$ cat src/hw/rtl/odd_even_transposition_sort_top_macros.svh
// Assertion macros shared by the sorter RTL.
// Define NO_ASSERTIONS to compile them out; no other dependencies.
`ifndef ODD_EVEN_TRANSPOSITION_SORT_TOP_MACROS_SVH
`define ODD_EVEN_TRANSPOSITION_SORT_TOP_MACROS_SVH

`ifndef NO_ASSERTIONS

// Property that must hold at every clock edge out of reset
`define OETS_ASSERT_ALWAYS(label, cond, msg) \
	label: assert property (@(posedge clk) disable iff (!arst_n) (cond)) \
		else $error(msg);

// Same-cycle implication
`define OETS_ASSERT_IMPL(label, ante, cons, msg) \
	label: assert property (@(posedge clk) disable iff (!arst_n) (ante) |-> (cons)) \
		else $error(msg);

// Next-cycle implication
`define OETS_ASSERT_NEXT(label, ante, cons, msg) \
	label: assert property (@(posedge clk) disable iff (!arst_n) (ante) |=> (cons)) \
		else $error(msg);

`else

`define OETS_ASSERT_ALWAYS(label, cond, msg)
`define OETS_ASSERT_IMPL(label, ante, cons, msg)
`define OETS_ASSERT_NEXT(label, ante, cons, msg)

`endif

`endif

$ cat src/hw/rtl/oets_pkg.sv
// Shared constants and types of the odd-even transposition sorter.
// No dependencies; used by oets_cell, oets_ctrl and the top level.
package oets_pkg;

	localparam int MAX_ELEMENTS = 64;
	localparam int IDX_W        = $clog2(MAX_ELEMENTS);
	localparam int CNT_W        = $clog2(MAX_ELEMENTS + 1);
	localparam int DATA_W       = 32;

	// What every cell does in the current cycle
	typedef enum logic [1:0] {
		CELL_HOLD = 2'd0,
		CELL_LOAD = 2'd1,
		CELL_SORT = 2'd2,
		CELL_EMIT = 2'd3
	} cell_op_t;

	// Broadcast control from the sequencer to the cell row
	typedef struct packed {
		cell_op_t          op;
		logic              phase;  // 1: pairs (1,2),(3,4)..  0: pairs (0,1),(2,3)..
		logic [CNT_W-1:0]  count;  // values in the current set
	} cell_ctrl_t;

endpackage

$ cat src/hw/rtl/oets_cell.sv
// One storage cell of the sorter row: holds a value, shifts on load/emit,
// compare-exchanges with a neighbor during sort. Depends on oets_pkg.
module oets_cell (
	input  logic                          clk,
	input  logic [oets_pkg::IDX_W-1:0]    cell_index,
	input  oets_pkg::cell_ctrl_t          ctrl,
	input  logic [oets_pkg::DATA_W-1:0]   left_value,
	input  logic [oets_pkg::DATA_W-1:0]   right_value,
	input  logic                          left_swap,
	output logic                          swap,
	output logic [oets_pkg::DATA_W-1:0]   value
);
	import oets_pkg::*;

	logic [DATA_W-1:0] value_q;
	logic              is_left;

	// This cell is the lower member of an active pair
	assign is_left = (cell_index[0] == ctrl.phase) &&
		(({1'b0, cell_index} + CNT_W'(1)) < ctrl.count);

	assign swap  = (ctrl.op == CELL_SORT) && is_left &&
		($signed(value_q) > $signed(right_value));
	assign value = value_q;

	// Value register
	always_ff @(posedge clk) begin
		case (ctrl.op)
			CELL_LOAD: value_q <= left_value;
			CELL_EMIT: value_q <= right_value;
			CELL_SORT: begin
				if (swap) begin
					value_q <= right_value;
				end else if (left_swap) begin
					value_q <= left_value;
				end
			end
			default: value_q <= value_q;
		endcase
	end

endmodule

$ cat config.mk
export PLATFORM = sky130hd
export DESIGN_NAME = oets_cell
export DESIGN_NICKNAME = d
export VERILOG_FILES = /design/src/hw/rtl/odd_even_transposition_sort_top_macros.svh /design/src/hw/rtl/oets_pkg.sv /design/src/hw/rtl/oets_cell.sv
export SDC_FILE = /design/constraint.sdc
export NUM_CORES = 1
export LEC_CHECK = 0
export CAP_MARGIN = 15
export CORE_UTILIZATION = 30
export CTS_BUF_LIST = sky130_fd_sc_hd__clkbuf_8 sky130_fd_sc_hd__clkbuf_16
export DETAILED_ROUTE_END_ITERATION = 7
export DONT_BUFFER_PORTS = 1
export GPL_TIMING_DRIVEN = 0
export RECOVER_POWER = 100
export SLEW_MARGIN = 20
export SYNTH_ARGS = -nofsm -noshare
export SYNTH_HDL_FRONTEND = slang
export SYNTH_SLANG_ARGS = --single-unit
$ cat constraint.sdc
create_clock -name clk -period 5.7 [get_ports clk]
set_input_delay 0.285 -clock clk [delete_from_list [all_inputs] [get_ports clk]]
set_output_delay 0.285 -clock clk [all_outputs]
set_load 0.05 [all_outputs]
==> summary.md <==
| Metric | Value |
|---|---|
| Crit path kind | reg -> reg |
| Power density over the cells | 262 mW/mm^2 |
| Hold Path Depth | 1 |
| R2R setup slack | 1260 ps |
| Port buffer count | 0 |
| Main combinational cell family by area after synthesis | adder cells |
| CTS resizes | 0 |
| Fmax | 225 MHz |
| # DRC | 0 |
| Synth warnings | 0 |
| Ant diodes | 0 |
| # hold bufs at CTS | 0 |
| Post-DP Area | 0.00281 sq mm |
| H-tree Lvls | 2 |
| Power consumption | 712 uW |
| Period utilization | 77.9% |
| Routed length per instance | 16.5 microns |
| Worst reg2reg path depth | 9 |
| Die area | 0.00917 sq mm |
| Synth Area in Compound Gates | 7.02% |
| Rows | 33 |
| Pin count of the biggest net entering global routing | 23 |
| Die Height | 95.8 microns |
| Critical path launch point type | flip-flop |
| Worst rel slew slack | -29.5% |
| Final hold violations | 0 |
| Synth area leader | edfxtp_1 |
| First-pass GRT wire length | 8340 microns |
| Critical-path top delay cell | o21ai_0 |
| Setup TNS | 0 ps |
| Num CTS Buffers | 5 |
| Mapped Cells | 229 |
| Die Wd | 95.8 microns |
| Gr usage total | 12.4% |
| Synth top area share | 36.4% |
| Slew Limit Fails | 11 |
| CTS tree | yes |
| # setup viols final | 0 |
| Antenna viol nets, final | 0 |
| Crit. End Element | flip-flop |
| LEAKAGE | 1.19 nW |
| Mapped Nets | 350 |
| Post-CTS Setup Inserts | 0 |
| DR iter-0 viols | 77 |
| Core Region | 0.00838 sq mm |
| Crit path required time | 5680 ps |
| Top post-synthesis cells by area | edfxtp_1, ha_1, mux2_4 |
| Layout Skew | 11.4 ps |
| Unrepaired setup endpoints after global routing | false |
| Post-Synth XOR/XNOR Area | 1.99% |
| Failing checks | max-capacitance violations, max-slew violations |
| Syn avg cell area | 11.5 sq um |
| Layout cell share with drive strength beyond 1 | 8.02% |
| Grt total ovfl | 0 |
| Routability congestion estimate | 0.714 |
| Hold path startpoint | right_value[6] |
| First-pass detailed-route iteration total | 3 |
| Routed wire length | 5660 microns |
| Root Driver | clkbuf_8 |
| FF+latch count, synth | 32 |
| Crit-path most repeated cell | o21ai_0 |
| Area Overhead vs Synth | 2.99% |
| Max VDD drop | 0.0000950 V |
| Clock Path Buffers | 2 |
| Hold Path Class | in -> reg |
| FF-to-FF End | value[5] |
| Sequential area share after synthesis | 36.4% |
| WHS Endpoint | value[6] |
| Post-synthesis mux area share | 17.9% |
| Least-Margin Pin Slew | 1920 ps |
| Initial antenna violation count | 0 |
| Fin crit period | 4440 ps |
| Adder-cell share of the synthesized area | 18.5% |
| Cell Chain, Critical Path | ha_1 > nand4_1 > nor4b_1 > o21ai_0 > a21oi_2 > nor3_1 > xnor2_1 > o21ai_0 > buf_16 |
| Initial Util | 31.5% |
| Area taken by flip-flops and latches | 961 sq um |
| Worst path arrival time | 4420 ps |
| HPWL after DPL | 4750 microns |
| Multi-input logic area | 0.00136 sq mm |
| Clk_lat worst skew | 280 ps |
| Top-Level Pins | 115 |
| Worst R2R Start | value[14] |
| Design area | 0.00272 sq mm |
| Max reg flops | 32 |
| Clk slew on worst S/H paths | 70 ps |
| Synth Area in Simple Gates | 9.91% |
| Final nets | 358 |
| Yosys cell types | 34 |
| CTS sink cnt | 32 |
| Vias in the first global route | 1675 |
| Netlist Area Pre-Place | 0.00264 sq mm |
| Worst-path fanout max | 22 |
| Filler instances | 883 |
| Largest stage delay on the critical path | 1470 ps |
| Vias/cell | 4.82 |
| Max_cap viols | 1 |
| Via count | 1647 |
| Status | finished with violations |
[metrics by stage]
step                hold slack [ps]  setup slack (ps)  cells  utilization (%)
floorplan                       502               811    229                -
global placement                503              -820    334             33.0
detailed placement              504              2160    335             33.5
CTS                             203              1830    342             34.4
global route                    188               838    342             32.4
finish                          202              1260    342             32.4
[layer usage]
metal	share of wire (%)	vias up	track usage, %
li1	-	844	-
met1	42	721	14.4
met2	47	76	20.5
met3	10	6	4.98
met4	0.97	0	4.23
met5	0	-	0
[placed cells by master (no fill, tap or decap), types with 3 or more instances in the layout]
master	count
clkbuf_1	4
mux2_1	27
clkbuf_8	5
xnor2_1	4
nand2_1	12
inv_1	40
edfxtp_1	32
ha_1	39
o21ai_0	6
nor2_1	5
a21oi_1	16
nand4_1	5
mux2_4	3
nand3_1	8
[kinds of logic (layout without fill, tap and decap cells)]
family / Yosys count / count (layout)
flip-flops: 32 / 32
XOR/XNOR: 6 / 6
adder cells (fa/ha/maj): 39 / 39
AO/OA/AOI/OAI: 32 / 32
AND/OR/NAND/NOR: 45 / 45
buffers and inverters: 43 / 51
multiplexers: 32 / 32
[cell usage after synthesis (all sizes together)]
cell type	count
a211oi	2
a21o	1
a21oi	17
a221oi	1
a22oi	2
and3	2
and4	1
and4bb	1
buf	4
edfxtp	32
ha	39
inv	39
mux2	32
nand2	12
nand2b	1
nand3	8
nand4	6
nor2	5
nor3	4
nor4	1
nor4b	1
o211ai	2
o21ai	7
or3	1
or3b	1
or4	1
xnor2	4
xor2	2
[worst max-delay path: cells and delay by family (launching register included)]
| family | cells | cell delay [ps] |
|---|---|---|
| AND/OR/NAND/NOR | 3 | 700 |
| adder cells (fa/ha/maj) | 1 | 430 |
| AO/OA/AOI/OAI | 3 | 1970 |
| flip-flops | 1 | 620 |
| buffers and inverters | 1 | 250 |
| XOR/XNOR | 1 | 150 |
[power by group]
group / internal, mW / switching (mW) / leakage, nW
Clock: 0.0812 / 0.0835 / 0.0452
Combinational: 0.0670 / 0.0788 / 0.823
Sequential: 0.295 / 0.107 / 0.321
[worst max path at each step]
| stage | slack [ps] | start | endpoint | cells past startpoint |
|---|---|---|---|---|
| after global routing | 840 | value[14] | value[5] | 9 |
| after detailed placement | 2160 | value[14] | swap | 8 |
| final | 1260 | value[14] | value[5] | 9 |
| after floorplan | 810 | value[31] | value[0] | 7 |
| after global placement | -820 | value[15] | value[5] | 8 |
| after CTS | 1830 | value[14] | swap | 8 |
[final cells by class]
cell class                      count  share of cell area, %
Clock inverter                      2                  0.322
Sequential cell                    32                   35.4
Inverter                           39                   5.39
Clock buffer                        5                   2.53
Timing Repair Buffer                1                   1.01
Tap cell                          105                   4.83
Multi-Input combinational cell    154                   50.0
Buffer                              4                  0.552
(Power assumes the default switching activity.)
