## src/hw/rtl/odd_even_transposition_sort_top_macros.svh

```systemverilog
// Assertion macros shared by the sorter RTL.
// Define NO_ASSERTIONS to compile them out; no other dependencies.
`ifndef ODD_EVEN_TRANSPOSITION_SORT_TOP_MACROS_SVH
`define ODD_EVEN_TRANSPOSITION_SORT_TOP_MACROS_SVH

`ifndef NO_ASSERTIONS

// Property that must hold at every clock edge out of reset
`define OETS_ASSERT_ALWAYS(label, cond, msg) \
	label: assert property (@(posedge clk) disable iff (!arst_n) (cond)) \
		else $error(msg);

// Same-cycle implication
`define OETS_ASSERT_IMPL(label, ante, cons, msg) \
	label: assert property (@(posedge clk) disable iff (!arst_n) (ante) |-> (cons)) \
		else $error(msg);

// Next-cycle implication
`define OETS_ASSERT_NEXT(label, ante, cons, msg) \
	label: assert property (@(posedge clk) disable iff (!arst_n) (ante) |=> (cons)) \
		else $error(msg);

`else

`define OETS_ASSERT_ALWAYS(label, cond, msg)
`define OETS_ASSERT_IMPL(label, ante, cons, msg)
`define OETS_ASSERT_NEXT(label, ante, cons, msg)

`endif

`endif

```

## src/hw/rtl/oets_pkg.sv

```systemverilog
// Shared constants and types of the odd-even transposition sorter.
// No dependencies; used by oets_cell, oets_ctrl and the top level.
package oets_pkg;

	localparam int MAX_ELEMENTS = 64;
	localparam int IDX_W        = $clog2(MAX_ELEMENTS);
	localparam int CNT_W        = $clog2(MAX_ELEMENTS + 1);
	localparam int DATA_W       = 32;

	// What every cell does in the current cycle
	typedef enum logic [1:0] {
		CELL_HOLD = 2'd0,
		CELL_LOAD = 2'd1,
		CELL_SORT = 2'd2,
		CELL_EMIT = 2'd3
	} cell_op_t;

	// Broadcast control from the sequencer to the cell row
	typedef struct packed {
		cell_op_t          op;
		logic              phase;  // 1: pairs (1,2),(3,4)..  0: pairs (0,1),(2,3)..
		logic [CNT_W-1:0]  count;  // values in the current set
	} cell_ctrl_t;

endpackage

```

## src/hw/rtl/oets_ctrl.sv

```systemverilog
// Sequencer of the sorter: count register on the APB port, load / sort /
// emit state machine and stream handshakes. Depends on oets_pkg and macros.
`include "odd_even_transposition_sort_top_macros.svh"

module oets_ctrl (
	input  logic                  clk,
	input  logic                  arst_n,
	input  logic                  psel,
	input  logic                  penable,
	input  logic                  pwrite,
	input  logic [2:0]            paddr,
	input  logic [31:0]           pwdata,
	output logic [31:0]           prdata,
	output logic                  pready,
	input  logic                  s_tvalid,
	output logic                  s_tready,
	output logic                  m_tvalid,
	input  logic                  m_tready,
	output logic                  m_tlast,
	input  logic                  any_swap,
	output oets_pkg::cell_ctrl_t  cell_ctrl
);
	import oets_pkg::*;

	typedef enum logic [1:0] {
		ST_LOAD,
		ST_SORT,
		ST_EMIT
	} state_t;

	localparam logic [6:0] COUNT_RESET = 7'd64;

	state_t           state_q;
	logic [6:0]       element_count_q;
	logic [CNT_W-1:0] load_q;
	logic [CNT_W-1:0] rem_q;
	logic             phase_q;
	logic             round_swap_q;
	logic [CNT_W-1:0] count;
	logic             cfg_write;
	logic             s_beat;
	logic             m_beat;

	assign pready    = 1'b1;
	assign cfg_write = psel && penable && pwrite && pready;
	assign prdata    = (paddr[2] == 1'b0) ? {25'd0, element_count_q} : 32'd0;

	// Effective set size: zero means one, saturate at capacity
	always_comb begin
		if (element_count_q == 7'd0) begin
			count = CNT_W'(1);
		end else if ({{(32-7){1'b0}}, element_count_q} > 32'(MAX_ELEMENTS)) begin
			count = CNT_W'(MAX_ELEMENTS);
		end else begin
			count = CNT_W'(element_count_q);
		end
	end

	assign s_tready = (state_q == ST_LOAD);
	assign m_tvalid = (state_q == ST_EMIT);
	assign m_tlast  = (rem_q == CNT_W'(1));
	assign s_beat   = s_tvalid && s_tready;
	assign m_beat   = m_tvalid && m_tready;

	// Cell row control
	always_comb begin
		cell_ctrl.phase = phase_q;
		cell_ctrl.count = count;
		if (s_beat) begin
			cell_ctrl.op = CELL_LOAD;
		end else if (state_q == ST_SORT) begin
			cell_ctrl.op = CELL_SORT;
		end else if (m_beat) begin
			cell_ctrl.op = CELL_EMIT;
		end else begin
			cell_ctrl.op = CELL_HOLD;
		end
	end

	// State and control registers
	always_ff @(posedge clk or negedge arst_n) begin
		if (!arst_n) begin
			state_q         <= ST_LOAD;
			element_count_q <= COUNT_RESET;
			load_q          <= '0;
			rem_q           <= '0;
			phase_q         <= 1'b1;
			round_swap_q    <= 1'b0;
		end else begin
			if (cfg_write && paddr[2] == 1'b0) begin
				element_count_q <= pwdata[6:0];
				load_q          <= '0;
			end
			case (state_q)
				ST_LOAD: begin
					if (s_beat) begin
						if (load_q + CNT_W'(1) == count) begin
							load_q       <= '0;
							rem_q        <= count;
							phase_q      <= 1'b1;
							round_swap_q <= 1'b0;
							state_q      <= ST_SORT;
						end else begin
							load_q <= load_q + CNT_W'(1);
						end
					end
				end
				ST_SORT: begin
					phase_q <= ~phase_q;
					if (phase_q) begin
						round_swap_q <= any_swap;
					end else if (!(round_swap_q || any_swap)) begin
						state_q <= ST_EMIT;
					end
				end
				ST_EMIT: begin
					if (m_beat) begin
						rem_q <= rem_q - CNT_W'(1);
						if (m_tlast) begin
							state_q <= ST_LOAD;
						end
					end
				end
				default: state_q <= ST_LOAD;
			endcase
		end
	end

	`OETS_ASSERT_ALWAYS(a_no_overlap, !(s_tready && m_tvalid), "load and emit overlap")
	`OETS_ASSERT_IMPL(a_load_bound, state_q == ST_LOAD, load_q < count, "load count overran set")
	`OETS_ASSERT_IMPL(a_emit_rem, state_q == ST_EMIT, rem_q != '0 && rem_q <= count,
		"emit count out of range")
	`OETS_ASSERT_NEXT(a_last_to_load, m_beat && m_tlast, s_tready && load_q == '0,
		"no return to load after last beat")
	`OETS_ASSERT_IMPL(a_swap_only_sort, any_swap, state_q == ST_SORT, "exchange outside sort")

endmodule

```

## config.mk

```make
export PLATFORM = sky130hd
export DESIGN_NAME = oets_ctrl
export DESIGN_NICKNAME = d
export VERILOG_FILES = /design/src/hw/rtl/oets_pkg.sv /design/src/hw/rtl/oets_ctrl.sv
export VERILOG_INCLUDE_DIRS = /design/src /design/src/hw/rtl
export SDC_FILE = /design/constraint.sdc
export NUM_CORES = 1
export LEC_CHECK = 0
export BUFFER_PORTS_ARGS = -buffer_cell sky130_fd_sc_hd__clkbuf_2
export CORE_UTILIZATION = 35
export CTS_CLUSTER_DIAMETER = 60
export CTS_CLUSTER_SIZE = 28
export DETAILED_ROUTE_END_ITERATION = 8
export GPL_TIMING_DRIVEN = 0
export PLACE_DENSITY_LB_ADDON = 0.08
export SYNTH_ARGS = -nofsm -noshare
export SYNTH_HDL_FRONTEND = slang
export SYNTH_SLANG_ARGS = --single-unit
```

## constraint.sdc

```tcl
create_clock -name clk -period 2.38 [get_ports clk]
set_clock_uncertainty 0.1 [all_clocks]
set_input_delay 0 -clock clk [delete_from_list [all_inputs] [get_ports clk]]
set_output_delay 0 -clock clk [all_outputs]
set_load 0.03 [all_outputs]
```

==> results of run 1 <==
[cell usage after synthesis, drive strengths merged (4+ instances only)]
master	instances	area (sq um)
nor2	17	63.8
nor2b	14	90.1
nand3	6	42.5
nor4	4	40.0
o21ai	8	40.0
nor3	9	45.0
nand2	12	45.0
inv	7	26.3
xnor2	4	35.0
dfrtp	23	576
a21oi	12	63.8
mux2	7	78.8
and2	5	31.3
buf	33	245
[routing by layer]
metal  wire length (um)  global-route usage [%]
met1               1980                    22.2
met2               1990                    26.3
met3                143                    2.03
met4                 57                    5.66
met5                  0                       0
[state kept, by name (all words and copies together), names as in the netlist]
name,count
state_q,2
phase_q,1
load_q,7
element_count_q,7
round_swap_q,1
rem_q,7
[final cells by class]
type / count / area [sq um]
buffer: 34 / 258
multi-input combinational: 163 / 1070
timing repair buffer: 58 / 374
fill: 524 / 2580
sequential: 25 / 633
clock buffer: 4 / 45.0
inverter: 7 / 26.3
tap: 70 / 87.6
[cell families after synthesis]
logic type	count (synthesis)	synth area share, %
AND/OR/NAND/NOR	80	24.8
buffers and inverters	42	15.2
AO/OA/AOI/OAI	41	16.3
flip-flops	25	34.1
multiplexers	7	4.29
XOR/XNOR	6	2.86
adder cells (fa/ha/maj)	3	2.04
other	2	0.408
[how the worst max path moves through the flow]
stage	startpoint	end	slack, ns	cells after the start
finish	element_count_q[6]$_DFFE_PN1P_	rem_q[3]$_DFFE_PN0P_	0.008	7
global route	element_count_q[6]$_DFFE_PN1P_	rem_q[3]$_DFFE_PN0P_	-0.11	7
CTS	load_q[3]$_DFF_PN0_	rem_q[5]$_DFFE_PN0P_	0.002	9
detailed placement	load_q[0]$_DFF_PN0_	rem_q[5]$_DFFE_PN0P_	-0.26	9
global placement	load_q[0]$_DFF_PN0_	rem_q[5]$_DFFE_PN0P_	-0.21	9
floorplan	element_count_q[6]$_DFFE_PN1P_	rem_q[3]$_DFFE_PN0P_	0.005	8
[repair_timing]
action | 4_1_cts | 5_1_grt
cloned | 1 | 0
resized for setup | 7 | 8
setup endpoints to repair | 16 | 16
hold buffers | 10 | 0
setup buffers | 5 | 7
pin swaps | 5 | 8
endpoints found under the hold margin | 33 | 0
[power groups by stage]
stage                     combinational, mW  clock [mW]  sequential, mW
after floorplan                       0.933           0           0.688
after global placement                 1.16           0           0.726
after detailed placement               1.17           0           0.726
after CTS                              1.26       0.269           0.711
after global routing                   1.43       0.290           0.741
final                                  1.30       0.262           0.717
[tightest hold or removal path, stage by stage]
cell,delay (ns)
sky130_fd_sc_hd__clkbuf_2,0.08
sky130_fd_sc_hd__and2_1,0.18
sky130_fd_sc_hd__nand3b_1,0.10
sky130_fd_sc_hd__a21oi_1,0.06
[metrics by stage]
stage / hold slack [ns] / TNS, ns / area [sq um] / cells / power (mW)
finish: 0.0819 / 0 / 2490 / 361 / 2.28
global route: 0.0980 / -0.747 / 2490 / 361 / 2.46
CTS: 0.0876 / 0 / 2410 / 354 / 2.24
detailed placement: -0.0307 / -3.24 / 2200 / 335 / 1.89
global placement: -0.0307 / -2.71 / 2200 / 335 / 1.88
floorplan: -0.396 / 0 / 1930 / 230 / 1.62
==> results by stage, run 1 <==
Route:
- After detailed routing, the average wire length per cell comes to roughly 12 um.
- After detailed routing, the number of vias per cell comes to 4.55.
- In the routed design, unresolved DRC markers number 0.
- The via count of the routed design is ~1600.
- The sum of routed wire length over all layers is around 4200 um.
- The first detailed-routing pass took 4 iterations.
- In this run, the number of DRC markers left after iteration 0 of detailed routing was 46.
- The remaining antenna violation count is 0.

Power and ir drop:
- The internal portion of the total power is around 1.2 mW.
- The clock network burns 11.5% of the power.
- The logic gate share of total power is a little under three fifths.
- VDD sags by at most approximately 0.45 mV.
- Net switching is 46.1% of the power.
- The power per cell area is between 900 and 1000 mW/mm^2.
- The analysis attributes to cell leakage a power of between 1 and 1.5 nW.
- The part of the total power dissipated in sequential elements is around a third.
- Summed over all nets, the switching power comes to between 1 and 1.5 mW.

Hold path:
- The class of the tightest hold or removal check is in -> reg.
- The worst hold path begins at s_tvalid.
- The sink of the worst hold path is load_q[2]$_DFF_PN0_.
- Along the worst hold path, the cell count comes to 4.

GRT:
- The first-pass GRT wire length is ~6700 um.
- Global routing finished with a remaining overflow of 0.
- Entering global routing, the biggest net connects 26 pins.
- Across every metal layer, demand over resource in global routing totals between 10% and 20%.
- The number of global-route vias before repair came to 1382.
- The number of antenna violations at the first check in global routing is 0.

STA:
- At the pin with the least slew margin, the transition time is approximately 0.65 ns.
- The final number of hold-violating endpoints is 0.
- Setup slack on the critical path of the routed design comes to between 0.007 and 0.008 ns.
- Static timing analysis puts the maximum clock frequency at approximately 420 MHz.
- The number of setup violations in the final report is 0.
- The share of the cycle needed by the critical path after routing is between 90% and 100%.
- Setup repair after global routing could not meet its margin everywhere.
- The worst path in the final design needs a cycle of around 2.4 ns, including I/O delays and setup.
- The number of pins exceeding their max-slew limit in the final report is 0.
- Measured against its own limit, the worst slew margin works out to 56.3%.

Layout:
- Of the cells placed in the final design, the portion with a size suffix greater than 1 is ~40%.
- The leading cell type in the layout, fill and taps excluded is sky130_fd_sc_hd__buf_4.
- The final design utilization is roughly half.
- The top cell types in the final layout, fill and taps aside, are 38 x sky130_fd_sc_hd__buf_4, 35 x sky130_fd_sc_hd__clkbuf_2, 26 x sky130_fd_sc_hd__conb_1, 19 x sky130_fd_sc_hd__dfrtp_1, 17 x sky130_fd_sc_hd__nor2_1.
- The area added between synthesis and finish is 35.4%.
- After the last flow step, the layout net total stands at roughly 340.
- 0 antenna diodes ended up in the layout.

Floorplanning:
- The total area inside the core boundary comes to around 0.0051 sq mm.
- Measured along the y axis, the die boundary spans 74.5 um.
- The top-level I/O count is between 80 and 90.
- The number of placement rows is 26.
- The initial utilization of the core area, before any placement, comes to 36.2%.
- The overall die area is between 0.005 and 0.006 sq mm.
- Measured along the x axis, the die boundary spans about 74 um.

Worst setup path:
- The number of buffer and inverter stages on the critical path is 0.
- The maximum fanout count along the critical path is 6.
- The longest individual stage delay on the worst path is ~0.57 ns.
- The critical path is of the reg -> reg type.
- For the worst setup path, the data required time is approximately 2.5 ns.
- STA classifies the critical path endpoint as a register.
- The setup slack of the worst register-to-register path is ~0.0078 ns.
- The worst reg2reg path endpoint is rem_q[3]$_DFFE_PN0P_.
- The kind of start point of the critical path is a register.
- In this run the critical register-to-register path is launched from element_count_q[6]$_DFFE_PN1P_.
- Data arrives at the worst endpoint at roughly 2.4 ns.
- Counting cells, the worst reg-to-reg path comes to 7.
- Traced cell by cell, the critical path runs through nor2b_4, or4b_4, o211ai_2, a21oi_2, nor4_4, o22ai_1, a221o_1.
- The critical path's slowest cell is sky130_fd_sc_hd__dfstp_2.
- Grouping stages by cell kind, the critical path spends the most delay in simple AND/OR/NAND/NOR gates.

Clock network:
- The number of buffers added by the clock tree synthesis step is 3.
- The clock network latency to the later pin of the worst-skew pair is 0.28 ns.
- The clock transition at the registers of the reported paths is around 0.090 ns.
- The TritonCTS clock tree is yes.
- The clock sink count is 25.
- The clock root buffer is sky130_fd_sc_hd__clkbuf_8.
- The maximum count of clock buffers along a single path is 2.
- The deepest level of the CTS H-tree is 1.

Yosys:
- Summing the sequential cell areas from Yosys gives between 30% and 40% of the chip area.
- Among all flip-flop cells after synthesis, the most frequent one is sky130_fd_sc_hd__dfrtp_1.
- The mapped netlist covers approximately 0.0018 sq mm.
- During synthesis, Yosys emitted a total of 0 warnings.
- The post-synthesis sequential element count is 25.
- The unique cell type count in the Yosys netlist is 51.
- Counting flops with a built-in enable in the synthesized netlist gives 0.
- The post-synthesis instance total is between 200 and 250.
- The proportion of synthesized flip-flops having asynchronous set or reset is 100%.
- After synthesis, the mean cell area works out to ~8.9 sq um.

Placed design:
- The placement-stage worst setup slack is -0.257 ns.
- The HPWL after detailed placement is approximately 3000 um.
- The count of buffers added on input and output ports is 35.
- The congestion estimate from routability-driven global placement came to a little under 0.8.

Run status:
- The run finished with clean final reports.

Flow run:
- The tool flagged a number of max-cap violations equal to 0.
(Power assumes the default switching activity.)
==> run 2: changes to the inputs <==
- CORE_UTILIZATION: 35 -> 43
- CTS_BUF_LIST: default -> sky130_fd_sc_hd__clkbuf_8
==> results by stage, run 2 (synthesized netlist as in run 1, its figures left out) <==
Route:
- The remaining routing DRC violations came to 0 (unchanged).
- The via-per-instance ratio is 4.79 (+5.2%).
- The via count of the routed design was 1620 (-1.5%).
- The remaining antenna violation count was 0 (unchanged).
- The first-iteration detailed-routing DRC count is 64 (+39%).
- The number of search-and-repair iterations in the first detailed-routing pass is 4 (unchanged).
- The sum of routed wire length over all layers was 4040 um (-3.3%).
- The routed wirelength normalized by instance count is 11.9 um (+3.3%).

Layout:
- The final non-filler cell area was 0.00243 sq mm (-2.4%).
- The share of cells above drive strength 1 is 39.2% (-0.97 points).
- The library cell used most frequently in the layout, excluding fill and tap cells, is sky130_fd_sc_hd__buf_4.
- The final standard cell count with taps included and fillers excluded is 338 (-6.4%).
- The final design utilization came to 59.9% (+11 points).
- The antenna cell count came to 0 (unchanged).
- The net total in the final layout is 335 (-0.89%).
- The count of fill cells added during filler insertion came to 401 (-23%).
- The area added between synthesis and finish is 32.2%.
- In the layout the commonest cells are 37 x sky130_fd_sc_hd__buf_4, 35 x sky130_fd_sc_hd__clkbuf_2, 26 x sky130_fd_sc_hd__conb_1, 19 x sky130_fd_sc_hd__dfrtp_1, 17 x sky130_fd_sc_hd__nor2_1.
- In the final layout, the registers with the most flip-flops are element_count_q (7), load_q (7), rem_q (7).

Run status:
- The checks that failed: setup timing.
- The run finished, with violations left.

Flow run:
- The max-cap violation count was 0 (unchanged).

Placed design:
- The total cell area at the placement stage is 0.00217 sq mm (-1.1%).
- The weighted congestion at the end of routability-driven global placement is 0.799 (+1.7%).
- The placement-stage worst setup slack is -0.233 ns (+0.0246 ns).
- The count of placed standard cells including taps came to 315 (-6.0%).
- The HPWL after detailed placement is 2920 um (-2.8%).
- The count of port buffers added during placement is 35 (unchanged).

STA:
- Setup repair after global routing could not meet its margin everywhere.
- The worst hold margin is 0.0791 ns (-0.00286 ns).
- The final critical delay including setup and external delays is 2.41 ns (+0.0349 ns).
- The number of setup violations in the final report is 1 (+1).
- The worst max-slew margin expressed relative to the limit was 55.9% (-0.46 points).
- The final number of hold-violating endpoints is 0 (unchanged).
- The slew of the pin with the lowest slew margin is 0.662 ns (+0.00696 ns).
- The worst-case setup margin in the final layout came to -0.0271 ns (-0.0349 ns).
- The share of the cycle needed by the critical path after routing is 101% (+1.5 points).
- The final setup TNS is -0.0271 ns (-0.0271 ns).
- The timing-limited maximum frequency came to 415 MHz (-1.4%).
- The number of pins exceeding their max-slew limit in the final report is 0 (unchanged).

Clock network:
- The maximum count of clock buffers along a single path is 2 (unchanged).
- The number of buffers added by the clock tree synthesis step came to 3 (unchanged).
- The TritonCTS clock tree is yes.
- The clock sink count is 25 (unchanged).
- The clock transition at the registers of the reported paths was 0.09 ns (about the same).
- The clock network latency to the later pin of the worst-skew pair is 0.27 ns (about the same).
- The clock root buffer is sky130_fd_sc_hd__clkbuf_8.
- The deepest level of the CTS H-tree is 1 (unchanged).

Power and ir drop:
- The power per cell area is 933 mW/mm^2 (+2.0%).
- The total design power was 2.27 mW (-0.40%).
- The maximum vdd ir drop is 0.547 mV (+21%).
- The leakage dissipation is 1.20 nW (-1.2%).

Worst setup path:
- The worst setup path is of the reg -> reg kind.
- The nature of the critical path endpoint is a register.
- The endpoint arrival time on the critical path is 2.46 ns (+0.02 ns).
- The required time at the worst-slack endpoint is 2.44 ns (about the same).
- STA classifies the critical path startpoint as a register.
- The maximum fanout count along the critical path was 5 (-1).

GRT:
- The number of antenna violations at the first check in global routing is 0 (unchanged).
- The number of global-route vias before repair is 1386 (+0.29%).
- The final global-route overflow total is 0 (unchanged).
- The combined global-route utilization of all metal layers was 18.8% (+2.6 points).
- The maximum number of pins on one net before global-route repair was 26 (unchanged).
- The first-pass GRT wire length is 6440 um (-4.3%).

Floorplanning:
- The initial core utilization is 45.3% (+9.1 points).
- The top-level I/O count is 89 (unchanged).
- The chip width came to 67.4 um (-9.5%).
- The placeable core region is 0.00406 sq mm (-20%).
- The height of the chip is 67.4 um (-9.5%).
- The overall die area was 0.00454 sq mm (-18%).
- The number of placement rows was 23 (-12%).

Hold path:
- In this run the worst hold path is classified as in -> reg.
==> run 2: cell type report <==
| class | instances | area [sq um] | area share, % |
|---|---|---|---|
| clock buffers | 3 | 41.3 | 1.70 |
| plain buffers | 34 | 260 | 10.7 |
| repair buffers | 55 | 348 | 14.3 |
| well taps | 50 | 62.6 | 2.57 |
| clock inverters | 1 | 3.75 | 0.154 |
| multi-input cells | 163 | 1060 | 43.5 |
| flip-flops and latches | 25 | 633 | 26.0 |
| inverters | 7 | 26.3 | 1.08 |
==> run 2: power breakdown <==
group          leakage [nW]  switching, mW  internal [mW]
clock                0.0269          0.137          0.115
combinational         0.872          0.755          0.546
sequential            0.305          0.145          0.572
total                  1.20           1.04           1.23
==> run 2: routing by layer <==
| layer | share of wire [%] | GRT usage, % | vias to the layer above |
|---|---|---|---|
| li1 | - | - | 825 |
| met1 | 47 | 25.4 | 739 |
| met2 | 49 | 31.3 | 54 |
| met3 | 4.0 | 2.70 | 2 |
| met4 | 0.55 | 5.05 | 0 |
| met5 | 0 | 0 | - |
==> run 2: final timing paths <==
kind / slack (ns) / cells after the start / to / from
hold reg to reg: 0.38 / 1 / state_q[0]$_DFFE_PN0P_ / state_q[1]$_DFFE_PN0P_
setup / recovery: -0.03 / 8 / rem_q[3]$_DFFE_PN0P_ / load_q[0]$_DFF_PN0_
max in group asynchronous: 1.52 / 2 / load_q[2]$_DFF_PN0_ / arst_n
hold / removal: 0.08 / 4 / load_q[2]$_DFF_PN0_ / s_tvalid
setup reg to reg: -0.03 / 8 / rem_q[3]$_DFFE_PN0P_ / load_q[0]$_DFF_PN0_
min in group asynchronous: 0.19 / 2 / load_q[5]$_DFF_PN0_ / arst_n
==> run 2: critical path, stage by stage, from the launching register on <==
cell and delay [ns]:
sky130_fd_sc_hd__dfrtp_2 0.44, sky130_fd_sc_hd__ha_4 0.17, sky130_fd_sc_hd__buf_4 0.14, sky130_fd_sc_hd__nor3b_1 0.13, sky130_fd_sc_hd__o21a_1 0.18, sky130_fd_sc_hd__o31ai_1 0.50, sky130_fd_sc_hd__nor4_4 0.12, sky130_fd_sc_hd__buf_2 0.18
sky130_fd_sc_hd__a221o_1 0.34
==> run 2: repair_timing <==
action                                  CTS  global route
gates resized for setup                   6             9
setup buffers                             6             3
hold endpoints to repair                 33             0
endpoints found under the setup margin   16            16
cloned                                    1             0
pin swaps                                 4             6
hold buffers                             10             0
